`config.mk`:
```
export PLATFORM = sky130hd
export DESIGN_NAME = centered_moving_average_top_flat
export DESIGN_NICKNAME = d
export VERILOG_FILES = /design/src/rtl/cma_pkg.sv /design/src/rtl/cma_ifs.sv /design/src/rtl/cma_ram.sv /design/src/rtl/cma_div.sv /design/src/rtl/centered_moving_average_top.sv /design/src/flat_wrapper.sv
export SDC_FILE = /design/constraint.sdc
export NUM_CORES = 2
export LEC_CHECK = 0
export ABC_CLOCK_PERIOD_IN_PS = 5690
export BUFFER_PORTS_ARGS = -buffer_cell sky130_fd_sc_hd__buf_2
export CAP_MARGIN = 30
export CORE_MARGIN = 1.5
export CORE_UTILIZATION = 45
export DETAILED_ROUTE_END_ITERATION = 8
export SLEW_MARGIN = 30
export SYNTH_ARGS = -nofsm -noshare
export SYNTH_HDL_FRONTEND = slang
export SYNTH_SLANG_ARGS = --single-unit
export TNS_END_PERCENT = 50
```
`constraint.sdc`:
```
create_clock -name clk -period 5.69 [get_ports clk]
set_input_delay 1.138 -clock clk [delete_from_list [all_inputs] [get_ports clk]]
set_output_delay 1.138 -clock clk [all_outputs]
set_load 0.005 [all_outputs]
```
`src/rtl/cma_pkg.sv`:
```
`timescale 1ns / 1ps
// cma_pkg: shared constants for the centered moving average block.
// No dependencies; imported by the configuration interface, the top level and the testbench.
package cma_pkg;

    localparam int CFG_BITS = 6;
    localparam logic [CFG_BITS-1:0] CFG_RESET = 6'd3;

    localparam int SEEN_BITS = 7;
    localparam logic [SEEN_BITS-1:0] SEEN_MAX = '1;

    typedef logic [CFG_BITS-1:0] cfg_word_t;
    typedef logic [SEEN_BITS-1:0] seen_t;

endpackage

```
`src/rtl/cma_ifs.sv`:
```
`timescale 1ns / 1ps
// cma_ifs: valid/ready channel interfaces for samples, averages and configuration.
// Depends on cma_pkg.
interface cma_in_if #(
    parameter int SAMPLE_BITS = 16
) ();
    logic                          valid;
    logic                          ready;
    logic signed [SAMPLE_BITS-1:0] sample_in;
    logic                          last_in;

    modport source (output valid, output sample_in, output last_in, input ready);
    modport sink   (input valid, input sample_in, input last_in, output ready);
endinterface

interface cma_out_if #(
    parameter int SAMPLE_BITS = 16
) ();
    logic                          valid;
    logic                          ready;
    logic signed [SAMPLE_BITS-1:0] avg_out;
    logic                          last_out;

    modport source (output valid, output avg_out, output last_out, input ready);
    modport sink   (input valid, input avg_out, input last_out, output ready);
endinterface

interface cma_cfg_if import cma_pkg::*; ();
    logic      valid;
    logic      ready;
    cfg_word_t win_len;

    modport source (output valid, output win_len, input ready);
    modport sink   (input valid, input win_len, output ready);
endinterface

```
`src/rtl/cma_ram.sv`:
```
`timescale 1ns / 1ps
// cma_ram: generic single-write, single-read RAM with registered read data.
// No dependencies.
module cma_ram #(
    parameter int WIDTH = 16,
    parameter int DEPTH = 63,
    localparam int AW = $clog2(DEPTH)
) (
    input  logic             clk,
    input  logic             we,
    input  logic [AW-1:0]    waddr,
    input  logic [WIDTH-1:0] wdata,
    input  logic [AW-1:0]    raddr,
    output logic [WIDTH-1:0] rdata
);

    logic [WIDTH-1:0] mem [DEPTH];

    always_ff @(posedge clk)
    begin
        if (we)
        begin
            mem[waddr] <= wdata;
        end
        rdata <= mem[raddr];
    end

endmodule

```
`src/rtl/cma_div.sv`:
```
`timescale 1ns / 1ps
// cma_div: restoring divider, one quotient bit per cycle, truncates toward zero.
// Depends on cma_pkg only through the top level; standalone arithmetic.
module cma_div #(
    parameter int SUM_BITS    = 22,
    parameter int WIN_BITS    = 6,
    parameter int SAMPLE_BITS = 16
) (
    input  logic                          clk,
    input  logic                          rst_n,
    input  logic                          start,
    input  logic signed [SUM_BITS-1:0]    dividend,
    input  logic        [WIN_BITS-1:0]    divisor,
    output logic                          done,
    output logic signed [SAMPLE_BITS-1:0] quotient
);

    localparam int CW = $clog2(SUM_BITS + 1);

    logic                          busy_reg, busy_next;
    logic                          done_reg, done_next;
    logic [CW-1:0]                 cnt_reg, cnt_next;
    logic [SUM_BITS-1:0]           q_reg, q_next;
    logic [WIN_BITS-1:0]           r_reg, r_next;
    logic [WIN_BITS-1:0]           d_reg, d_next;
    logic                          neg_reg, neg_next;
    logic signed [SAMPLE_BITS-1:0] quo_reg, quo_next;

    logic [WIN_BITS:0]   trial;
    logic [WIN_BITS:0]   r_step;
    logic                fits;
    logic [SUM_BITS-1:0] q_step;
    logic [SUM_BITS-1:0] q_fix;

    always_comb
    begin
        trial  = {r_reg, q_reg[SUM_BITS-1]};
        fits   = (trial >= {1'b0, d_reg});
        r_step = fits ? (trial - {1'b0, d_reg}) : trial;
        q_step = {q_reg[SUM_BITS-2:0], fits};
        q_fix  = neg_reg ? (~q_step + 1'b1) : q_step;

        busy_next = busy_reg;
        done_next = 1'b0;
        cnt_next  = cnt_reg;
        q_next    = q_reg;
        r_next    = r_reg;
        d_next    = d_reg;
        neg_next  = neg_reg;
        quo_next  = quo_reg;

        if (start)
        begin
            busy_next = 1'b1;
            cnt_next  = CW'(SUM_BITS);
            q_next    = dividend[SUM_BITS-1] ? (~dividend + 1'b1) : dividend;
            r_next    = '0;
            d_next    = divisor;
            neg_next  = dividend[SUM_BITS-1];
        end
        else if (busy_reg)
        begin
            q_next   = q_step;
            r_next   = r_step[WIN_BITS-1:0];
            cnt_next = cnt_reg - 1'b1;
            if (cnt_reg == CW'(1))
            begin
                busy_next = 1'b0;
                done_next = 1'b1;
                quo_next  = q_fix[SAMPLE_BITS-1:0];
            end
        end
    end

    always_ff @(posedge clk or negedge rst_n)
    begin
        if (!rst_n)
        begin
            busy_reg <= 1'b0;
            done_reg <= 1'b0;
            cnt_reg  <= '0;
            q_reg    <= '0;
            r_reg    <= '0;
            d_reg    <= '0;
            neg_reg  <= 1'b0;
            quo_reg  <= '0;
        end
        else
        begin
            busy_reg <= busy_next;
            done_reg <= done_next;
            cnt_reg  <= cnt_next;
            q_reg    <= q_next;
            r_reg    <= r_next;
            d_reg    <= d_next;
            neg_reg  <= neg_next;
            quo_reg  <= quo_next;
        end
    end

    assign done     = done_reg;
    assign quotient = quo_reg;

endmodule

```
`src/rtl/centered_moving_average_top.sv`:
```
`timescale 1ns / 1ps
// centered_moving_average_top: centered moving average over a sample stream.
// Depends on cma_pkg, cma_ifs, cma_ram and cma_div.
//
//   channel   dir  handshake    beat contents
//   samples   in   valid/ready  sample_in, last_in
//   averages  out  valid/ready  avg_out, last_out
//   cfg       in   valid/ready  win_len (always ready)
//
// One sample at a time. After a sample whose average is divided, ready stays low while the
// one-bit-per-cycle restoring divider works and until the sample's beats are emitted.
// The first sample after a win_len write re-sums its window of history from the RAM.
// Edge samples skip the divider; a flush gives one beat per cycle while averages is ready.
// A full output register holds the sample in its emit step until averages takes the beat.
// Reset clears history valid bits, running sum, count and window (to 3) at once.
module centered_moving_average_top import cma_pkg::*; #(
    parameter int MAX_WINDOW  = 63,
    parameter int SAMPLE_BITS = 16
) (
    input  logic     clk,
    input  logic     rst_n,
    cma_in_if.sink   samples,
    cma_out_if.source averages,
    cma_cfg_if.sink  cfg
);

    localparam int WIN_BITS = $clog2(MAX_WINDOW + 1);
    localparam int SUM_BITS = SAMPLE_BITS + WIN_BITS;
    localparam int AW       = $clog2(MAX_WINDOW);
    localparam int CAP_RAW  = (MAX_WINDOW - 1) | 1;
    localparam int CAP      = (CAP_RAW > MAX_WINDOW) ? CAP_RAW - 2 : CAP_RAW;

    typedef enum logic [2:0] {
        S_IDLE,
        S_OLD,
        S_SUM_RD,
        S_SUM_ACC,
        S_DECIDE,
        S_DIV,
        S_EMIT,
        S_FIN
    } state_t;

    state_t                        state_reg, state_next;
    cfg_word_t                     cfg_reg, cfg_next;
    logic signed [SAMPLE_BITS-1:0] smp_reg, smp_next;
    logic                          lst_reg, lst_next;
    seen_t                         k_reg, k_next;
    seen_t                         seen_reg, seen_next;
    logic [WIN_BITS-1:0]           w_reg, w_next;
    logic [WIN_BITS-1:0]           h_reg, h_next;
    logic signed [SUM_BITS-1:0]    sum_reg, sum_next;
    logic [WIN_BITS-1:0]           j_reg, j_next;
    logic [WIN_BITS-1:0]           rem_reg, rem_next;
    logic                          first_reg, first_next;
    logic                          resum_reg, resum_next;
    logic [AW-1:0]                 wp_reg, wp_next;
    logic [AW-1:0]                 nw_reg, nw_next;
    logic [MAX_WINDOW-1:0]         vld_reg, vld_next;
    logic                          rdv_reg, rdv_next;
    logic                          ov_reg, ov_next;
    logic signed [SAMPLE_BITS-1:0] avg_reg, avg_next;
    logic                          lout_reg, lout_next;

    logic [31:0]                w_wide;
    logic [WIN_BITS-1:0]        w_eff;
    logic [31:0]                oa;
    logic [31:0]                sa;
    logic [AW-1:0]              raddr;
    logic [SAMPLE_BITS-1:0]     ram_q;
    logic signed [SUM_BITS-1:0] rd_ext;
    logic signed [SUM_BITS-1:0] smp_ext;
    logic [31:0]                kw;
    logic [31:0]                hw;
    logic                       regular;
    logic                       divide;
    logic [31:0]                total;
    logic                       div_start;
    logic                       div_done;
    logic signed [SAMPLE_BITS-1:0] div_q;

    // effective window and RAM addressing
    always_comb
    begin
        w_wide = 32'(cfg_reg) | 32'd1;
        if (w_wide > 32'(CAP))
        begin
            w_wide = 32'(CAP);
        end
        w_eff = w_wide[WIN_BITS-1:0];

        oa = 32'(wp_reg) + 32'(MAX_WINDOW) - 32'(w_eff);
        if (oa >= 32'(MAX_WINDOW))
        begin
            oa = oa - 32'(MAX_WINDOW);
        end

        sa = 32'(nw_reg) + 32'(MAX_WINDOW) - 32'(j_reg);
        if (sa >= 32'(MAX_WINDOW))
        begin
            sa = sa - 32'(MAX_WINDOW);
        end

        raddr = (state_reg == S_IDLE) ? oa[AW-1:0] : sa[AW-1:0];
    end

    assign rd_ext  = rdv_reg ? SUM_BITS'($signed(ram_q)) : '0;
    assign smp_ext = SUM_BITS'(smp_reg);

    // output plan for the current sample
    always_comb
    begin
        kw      = 32'(k_reg);
        hw      = 32'(h_reg);
        regular = (kw >= hw);
        divide  = (kw >= (hw << 1));
        total   = 32'(regular);
        if (lst_reg)
        begin
            total = total + (regular ? hw : (kw + 32'd1));
        end
    end

    assign div_start = (state_reg == S_DECIDE) && regular && divide;

    always_comb
    begin
        state_next = state_reg;
        cfg_next   = cfg_reg;
        smp_next   = smp_reg;
        lst_next   = lst_reg;
        k_next     = k_reg;
        seen_next  = seen_reg;
        w_next     = w_reg;
        h_next     = h_reg;
        sum_next   = sum_reg;
        j_next     = j_reg;
        rem_next   = rem_reg;
        first_next = first_reg;
        resum_next = resum_reg;
        wp_next    = wp_reg;
        nw_next    = nw_reg;
        vld_next   = vld_reg;
        rdv_next   = vld_reg[raddr];
        ov_next    = ov_reg;
        avg_next   = avg_reg;
        lout_next  = lout_reg;

        if (ov_reg && averages.ready)
        begin
            ov_next = 1'b0;
        end

        if (cfg.valid)
        begin
            cfg_next   = cfg.win_len;
            resum_next = 1'b1;
        end

        unique case (state_reg)
            S_IDLE:
            begin
                if (samples.valid)
                begin
                    smp_next   = samples.sample_in;
                    lst_next   = samples.last_in;
                    k_next     = seen_reg;
                    w_next     = w_eff;
                    h_next     = w_eff >> 1;
                    state_next = S_OLD;
                end
            end
            S_OLD:
            begin
                vld_next[wp_reg] = 1'b1;
                nw_next          = wp_reg;
                wp_next          = (wp_reg == AW'(MAX_WINDOW - 1)) ? '0 : (wp_reg + 1'b1);
                if (resum_reg)
                begin
                    sum_next   = smp_ext;
                    j_next     = WIN_BITS'(1);
                    resum_next = 1'b0;
                    state_next = (w_reg > WIN_BITS'(1)) ? S_SUM_RD : S_DECIDE;
                end
                else
                begin
                    sum_next   = sum_reg - rd_ext + smp_ext;
                    state_next = S_DECIDE;
                end
            end
            S_SUM_RD:
            begin
                state_next = S_SUM_ACC;
            end
            S_SUM_ACC:
            begin
                sum_next = sum_reg + rd_ext;
                j_next   = j_reg + 1'b1;
                state_next = (j_reg == (w_reg - 1'b1)) ? S_DECIDE : S_SUM_RD;
            end
            S_DECIDE:
            begin
                rem_next   = total[WIN_BITS-1:0];
                first_next = regular && divide;
                if (div_start)
                begin
                    state_next = S_DIV;
                end
                else if (total != 32'd0)
                begin
                    state_next = S_EMIT;
                end
                else
                begin
                    state_next = S_FIN;
                end
            end
            S_DIV:
            begin
                if (div_done)
                begin
                    state_next = S_EMIT;
                end
            end
            S_EMIT:
            begin
                if (!ov_reg || averages.ready)
                begin
                    ov_next    = 1'b1;
                    avg_next   = first_reg ? div_q : '0;
                    lout_next  = lst_reg && (rem_reg == WIN_BITS'(1));
                    first_next = 1'b0;
                    rem_next   = rem_reg - 1'b1;
                    if (rem_reg == WIN_BITS'(1))
                    begin
                        state_next = S_FIN;
                    end
                end
            end
            S_FIN:
            begin
                if (lst_reg)
                begin
                    vld_next  = '0;
                    sum_next  = '0;
                    seen_next = '0;
                end
                else
                begin
                    seen_next = (k_reg < SEEN_MAX) ? (k_reg + 1'b1) : k_reg;
                end
                state_next = S_IDLE;
            end
            default:
            begin
                state_next = S_IDLE;
            end
        endcase
    end

    always_ff @(posedge clk or negedge rst_n)
    begin
        if (!rst_n)
        begin
            state_reg <= S_IDLE;
            cfg_reg   <= CFG_RESET;
            smp_reg   <= '0;
            lst_reg   <= 1'b0;
            k_reg     <= '0;
            seen_reg  <= '0;
            w_reg     <= '0;
            h_reg     <= '0;
            sum_reg   <= '0;
            j_reg     <= '0;
            rem_reg   <= '0;
            first_reg <= 1'b0;
            resum_reg <= 1'b0;
            wp_reg    <= '0;
            nw_reg    <= '0;
            vld_reg   <= '0;
            rdv_reg   <= 1'b0;
            ov_reg    <= 1'b0;
            avg_reg   <= '0;
            lout_reg  <= 1'b0;
        end
        else
        begin
            state_reg <= state_next;
            cfg_reg   <= cfg_next;
            smp_reg   <= smp_next;
            lst_reg   <= lst_next;
            k_reg     <= k_next;
            seen_reg  <= seen_next;
            w_reg     <= w_next;
            h_reg     <= h_next;
            sum_reg   <= sum_next;
            j_reg     <= j_next;
            rem_reg   <= rem_next;
            first_reg <= first_next;
            resum_reg <= resum_next;
            wp_reg    <= wp_next;
            nw_reg    <= nw_next;
            vld_reg   <= vld_next;
            rdv_reg   <= rdv_next;
            ov_reg    <= ov_next;
            avg_reg   <= avg_next;
            lout_reg  <= lout_next;
        end
    end

    cma_ram #(
        .WIDTH (SAMPLE_BITS),
        .DEPTH (MAX_WINDOW)
    ) u_ram (
        .clk   (clk),
        .we    (state_reg == S_OLD),
        .waddr (wp_reg),
        .wdata (smp_reg),
        .raddr (raddr),
        .rdata (ram_q)
    );

    cma_div #(
        .SUM_BITS    (SUM_BITS),
        .WIN_BITS    (WIN_BITS),
        .SAMPLE_BITS (SAMPLE_BITS)
    ) u_div (
        .clk      (clk),
        .rst_n    (rst_n),
        .start    (div_start),
        .dividend (sum_reg),
        .divisor  (w_reg),
        .done     (div_done),
        .quotient (div_q)
    );

    assign samples.ready     = (state_reg == S_IDLE);
    assign averages.valid    = ov_reg;
    assign averages.avg_out  = avg_reg;
    assign averages.last_out = lout_reg;
    assign cfg.ready         = 1'b1;

endmodule

```
`src/flat_wrapper.sv`:
```
// flat-port wrapper written by rule: the top's interface ports become plain ports
module centered_moving_average_top_flat import cma_pkg::*;
#(
    parameter int MAX_WINDOW  = 63,
    parameter int SAMPLE_BITS = 16
)
  (clk, rst_n, samples_valid, samples_sample_in, samples_last_in, samples_ready, averages_valid, averages_avg_out, averages_last_out, averages_ready, cfg_valid, cfg_win_len, cfg_ready);
  cma_in_if #(.SAMPLE_BITS(SAMPLE_BITS)) samples_i ();
  cma_out_if #(.SAMPLE_BITS(SAMPLE_BITS)) averages_i ();
  cma_cfg_if cfg_i ();
  input  logic clk;
  input  logic rst_n;
  input wire logic [$bits(samples_i.valid)-1:0] samples_valid;
  input wire logic [$bits(samples_i.sample_in)-1:0] samples_sample_in;
  input wire logic [$bits(samples_i.last_in)-1:0] samples_last_in;
  output wire logic [$bits(samples_i.ready)-1:0] samples_ready;
  output wire logic [$bits(averages_i.valid)-1:0] averages_valid;
  output wire logic [$bits(averages_i.avg_out)-1:0] averages_avg_out;
  output wire logic [$bits(averages_i.last_out)-1:0] averages_last_out;
  input wire logic [$bits(averages_i.ready)-1:0] averages_ready;
  input wire logic [$bits(cfg_i.valid)-1:0] cfg_valid;
  input wire logic [$bits(cfg_i.win_len)-1:0] cfg_win_len;
  output wire logic [$bits(cfg_i.ready)-1:0] cfg_ready;
  assign samples_i.valid = samples_valid;
  assign samples_i.sample_in = samples_sample_in;
  assign samples_i.last_in = samples_last_in;
  assign samples_ready = samples_i.ready;
  assign averages_valid = averages_i.valid;
  assign averages_avg_out = averages_i.avg_out;
  assign averages_last_out = averages_i.last_out;
  assign averages_i.ready = averages_ready;
  assign cfg_i.valid = cfg_valid;
  assign cfg_i.win_len = cfg_win_len;
  assign cfg_ready = cfg_i.ready;
  centered_moving_average_top #(.MAX_WINDOW(MAX_WINDOW), .SAMPLE_BITS(SAMPLE_BITS)) u_core (.clk(clk), .rst_n(rst_n), .samples(samples_i), .averages(averages_i), .cfg(cfg_i));
endmodule
```
==> metrics.csv <==
stage,metric,value,unit
global_routing,grt total ovfl,0,
worst_setup_path,"Cell Chain, Critical Path",inv_1 -> ha_1 -> inv_1 -> fa_1 -> inv_1 -> ha_1 -> inv_1 -> nor2_1 -> nor4b_4 -> a21o_2 -> mux2i_1 -> and2_4 -> buf_12 -> a21oi_1 -> a221oi_1 -> nor3_1 -> o21ai_0 -> and4b_1,
routing,Vias,37700,
global_routing,vias in the first global route,36400,
worst_setup_path,kind of critical path,reg -> reg,
global_routing,first-pass GRT wire length,231000,um
floorplanning,area of the die,0.126,sq mm
worst_setup_path,Critical Path Most Common Cell,inv_1,
routing,DRC,0,
routing,total wire length,154000,um
final_layout,Final Instance Area,0.0630,sq mm
sta,Setup WS post-layout,332,ps
final_layout,Final Util,51.6,%
yosys,Synth Register Bits,1257,
place,IO Port Bufs,45,
cts,hold_buf cts,0,
sta,Slew headroom,30.9,%
sta,setup_tns,0,ps
sta,worst clock skew,33.2,ps
floorplanning,Die Ht,355,um
routing,First DRT Iteration DRCs,4036,
yosys,Syn Inst Count,4716,
cts,clk slew on worst S/H paths,60,ps
worst_setup_path,Worst path slowest cell,and2_4,
sta,Final min period,5360,ps
yosys,Async SR Flop Fraction,18.5,%
place,"Cell Area, Placed",0.0587,sq mm
worst_setup_path,worst path bufs/invs,5,
cts,clock latency at the later pin of the worst-skew pair,790,ps
floorplanning,die span in x,355,um
yosys,count of flip-flops with a built-in enable after synthesis,1008,
run,max_cap viols,0,
final_layout,max FFs per register,1008,
global_routing,overall routing resource usage,24.4,%
sta,Fin. Hold Viols,0,
sta,final setup violation count,0,
final_layout,Area Overhead vs Synth,13.2,%
worst_setup_path,FF-to-FF setup slack,330,ps
global_routing,antenna violations before repair,5,
worst_setup_path,critical path endpoint category,flop,
final_layout,"most common cell after layout, fill and taps aside",edfxtp_1,
worst_setup_path,worst r2r path cells,18,
cts,clock buffer count from CTS,135,
floorplanning,Top-Level Pins,48,
final_layout,final net count,4975,
routing,DR WL/cell,23.5,um
yosys,mean area per synthesized cell,11.8,sq um
routing,drt pass-1 iters,6,
worst_setup_path,Worst Path Arrival,6060,ps
final_layout,fraction of layout cells with a size suffix above 1,11.2,%
sta,post-route clock period utilization,94.2,%
worst_setup_path,worst endpoint required time,6390,ps
yosys,Synth Cell Area,0.0557,sq mm
worst_setup_path,R2R Path End,u_core.u_ram.rdata[4]$_DFF_P_,
sta,unrepaired setup endpoints after global routing,no,
place,post-DP HPWL,91800,um
cts,TritonCTS clock tree,built,
floorplanning,Core ar.,0.122,sq mm
routing,via/cell ratio,5.76,
sta,max-slew violations,0,
final_layout,"commonest cells after routing, fill and taps aside","1008 x edfxtp_1, 925 x nand2_1, 425 x a21oi_1",
run_status,status,"complete, no violations",
floorplanning,num rows,128,
cts,CTS resizes,0,
routing,Detail Route Antenna Nets,0,
floorplanning,initial core utilization,45.6,%
cts,Clock Tree Buf Depth,3,
cts,H-tree depth,4,
worst_setup_path,crit-path max cell delay,770,ps
worst_setup_path,worst-path fanout max,47,
yosys,YS warnings,0,
worst_hold_path,worst hold path type,in -> async,
place,Place WS,486,ps
place,routability-driven placement congestion ratio,0.868,
worst_setup_path,CP top delay family,simple AND/OR/NAND/NOR gates,
yosys,syn_nets,4874,
yosys,Synth Flop Type,edfxtp_1,
sta,FMAX,187,MHz
yosys,sequential element share of the synthesized area,65.4,%
sta,Worst Max-Slew Pin Slew,1030,ps
worst_setup_path,crit start category,flop,
global_routing,largest net degree at the start of global routing,122,
worst_setup_path,reg2reg start,u_core.j_reg[0]$_DFFE_PN0P_,
cts,Sink Count,1257,
cts,clk root buf,clkbuf_16,
cts,Post-CTS Setup Inserts,0,
yosys,Yosys cell types,96,
-- layout make-up --
cell class / count / area, sq um
diodes: 7 / 17.5
clock buffers: 187 / 3800
clock inverters: 53 / 497
fillers: 10500 / 59200
inverters: 161 / 604
multi-input cells: 3018 / 17600
flip-flops and latches: 1257 / 36400
well taps: 1625 / 2030
repair buffers: 244 / 2030
-- worst register-to-register path, stage by stage, from the launching register on --
cell	delay (ps)
dfrtp_1	520
inv_1	120
ha_1	220
inv_1	70
fa_1	430
inv_1	110
ha_1	190
inv_1	60
nor2_1	120
nor4b_4	300
a21o_2	250
mux2i_1	410
and2_4	770
buf_12	350
a21oi_1	160
a221oi_1	340
nor3_1	130
o21ai_0	460
and4b_1	300
-- worst max path at each step --
stage,startpoint,end,depth (start not counted)
3_5_place_dp,u_core.j_reg[0]$_DFFE_PN0P_,u_core.u_ram.rdata[4]$_DFF_P_,18
5_1_grt,u_core.j_reg[0]$_DFFE_PN0P_,u_core.u_ram.rdata[4]$_DFF_P_,18
2_1_floorplan,u_core.smp_reg[2]$_DFFE_PN0P_,u_core.sum_reg[20]$_DFFE_PN0P_,15
6_report,u_core.j_reg[0]$_DFFE_PN0P_,u_core.u_ram.rdata[4]$_DFF_P_,18
3_3_place_gp,u_core.j_reg[0]$_DFFE_PN0P_,u_core.u_ram.rdata[6]$_DFF_P_,17
4_1_cts,u_core.j_reg[0]$_DFFE_PN0P_,u_core.u_ram.rdata[4]$_DFF_P_,18
-- routing by layer --
| metal | global-route usage, % | part of all wire (%) | vias up |
|---|---|---|---|
| li1 | - | - | 17300 |
| met1 | 33.8 | 43 | 18700 |
| met2 | 38.7 | 47 | 1368 |
| met3 | 3.84 | 7.0 | 280 |
| met4 | 9.28 | 3.4 | 2 |
| met5 | 0 | 0.0085 | - |
-- logic make-up (layout without fill, tap and decap cells) --
logic type | after synthesis | in the layout | synth area share [%]
muxes | 110 | 110 | 2.01
xor gates and xnor gates | 102 | 102 | 1.62
and+or+nand+nor | 1566 | 1566 | 12.2
other | 1 | 8 | 0.00673
buffers and inverters | 441 | 645 | 3.39
AOI/OAI and AO/OA | 1109 | 1109 | 12.1
DFF | 1257 | 1257 | 65.4
adders and majority gates | 130 | 130 | 3.26
-- stage by stage --
step / hold WS [ps] / cells
floorplan: 443 / 4716
global placement: 454 / 6305
detailed placement: 463 / 6305
CTS: 369 / 6545
global route: 395 / 6545
finish: 358 / 6552
-- synthesized netlist by cell type (all sizes together) (9+ instances only) --
cell type	number	area share, %
a21boi	9	0.12
a211oi	57	0.81
ha	105	2.4
buf	141	1.4
a221oi	21	0.33
and4	10	0.16
o22ai	18	0.20
nor3	68	0.63
nor3b	11	0.15
xnor2	64	1.0
o211ai	9	0.13
a22oi	95	1.3
fa	25	0.90
clkbuf	139	0.95
a22o	10	0.16
xor2	38	0.61
nand3	155	1.4
and2	11	0.12
o21ai	240	2.2
nor2b	19	0.21
a21oi	427	3.9
dfrtp	232	10
mux2	14	0.28
a32oi	13	0.20
a31oi	55	0.62
nor4	13	0.19
or4	11	0.15
nand2b	22	0.25
inv	160	1.1
o21a	72	0.97
dfxtp	16	0.58
o31ai	21	0.32
nand2	927	6.2
a21o	17	0.23
edfxtp	1008	54
nor2	227	1.5
nand4	52	0.58
mux2i	96	1.7
Power is left out: the tool's default activity adds up to more than one toggle a clock period on the data nets, which glitch-free logic cannot reach.
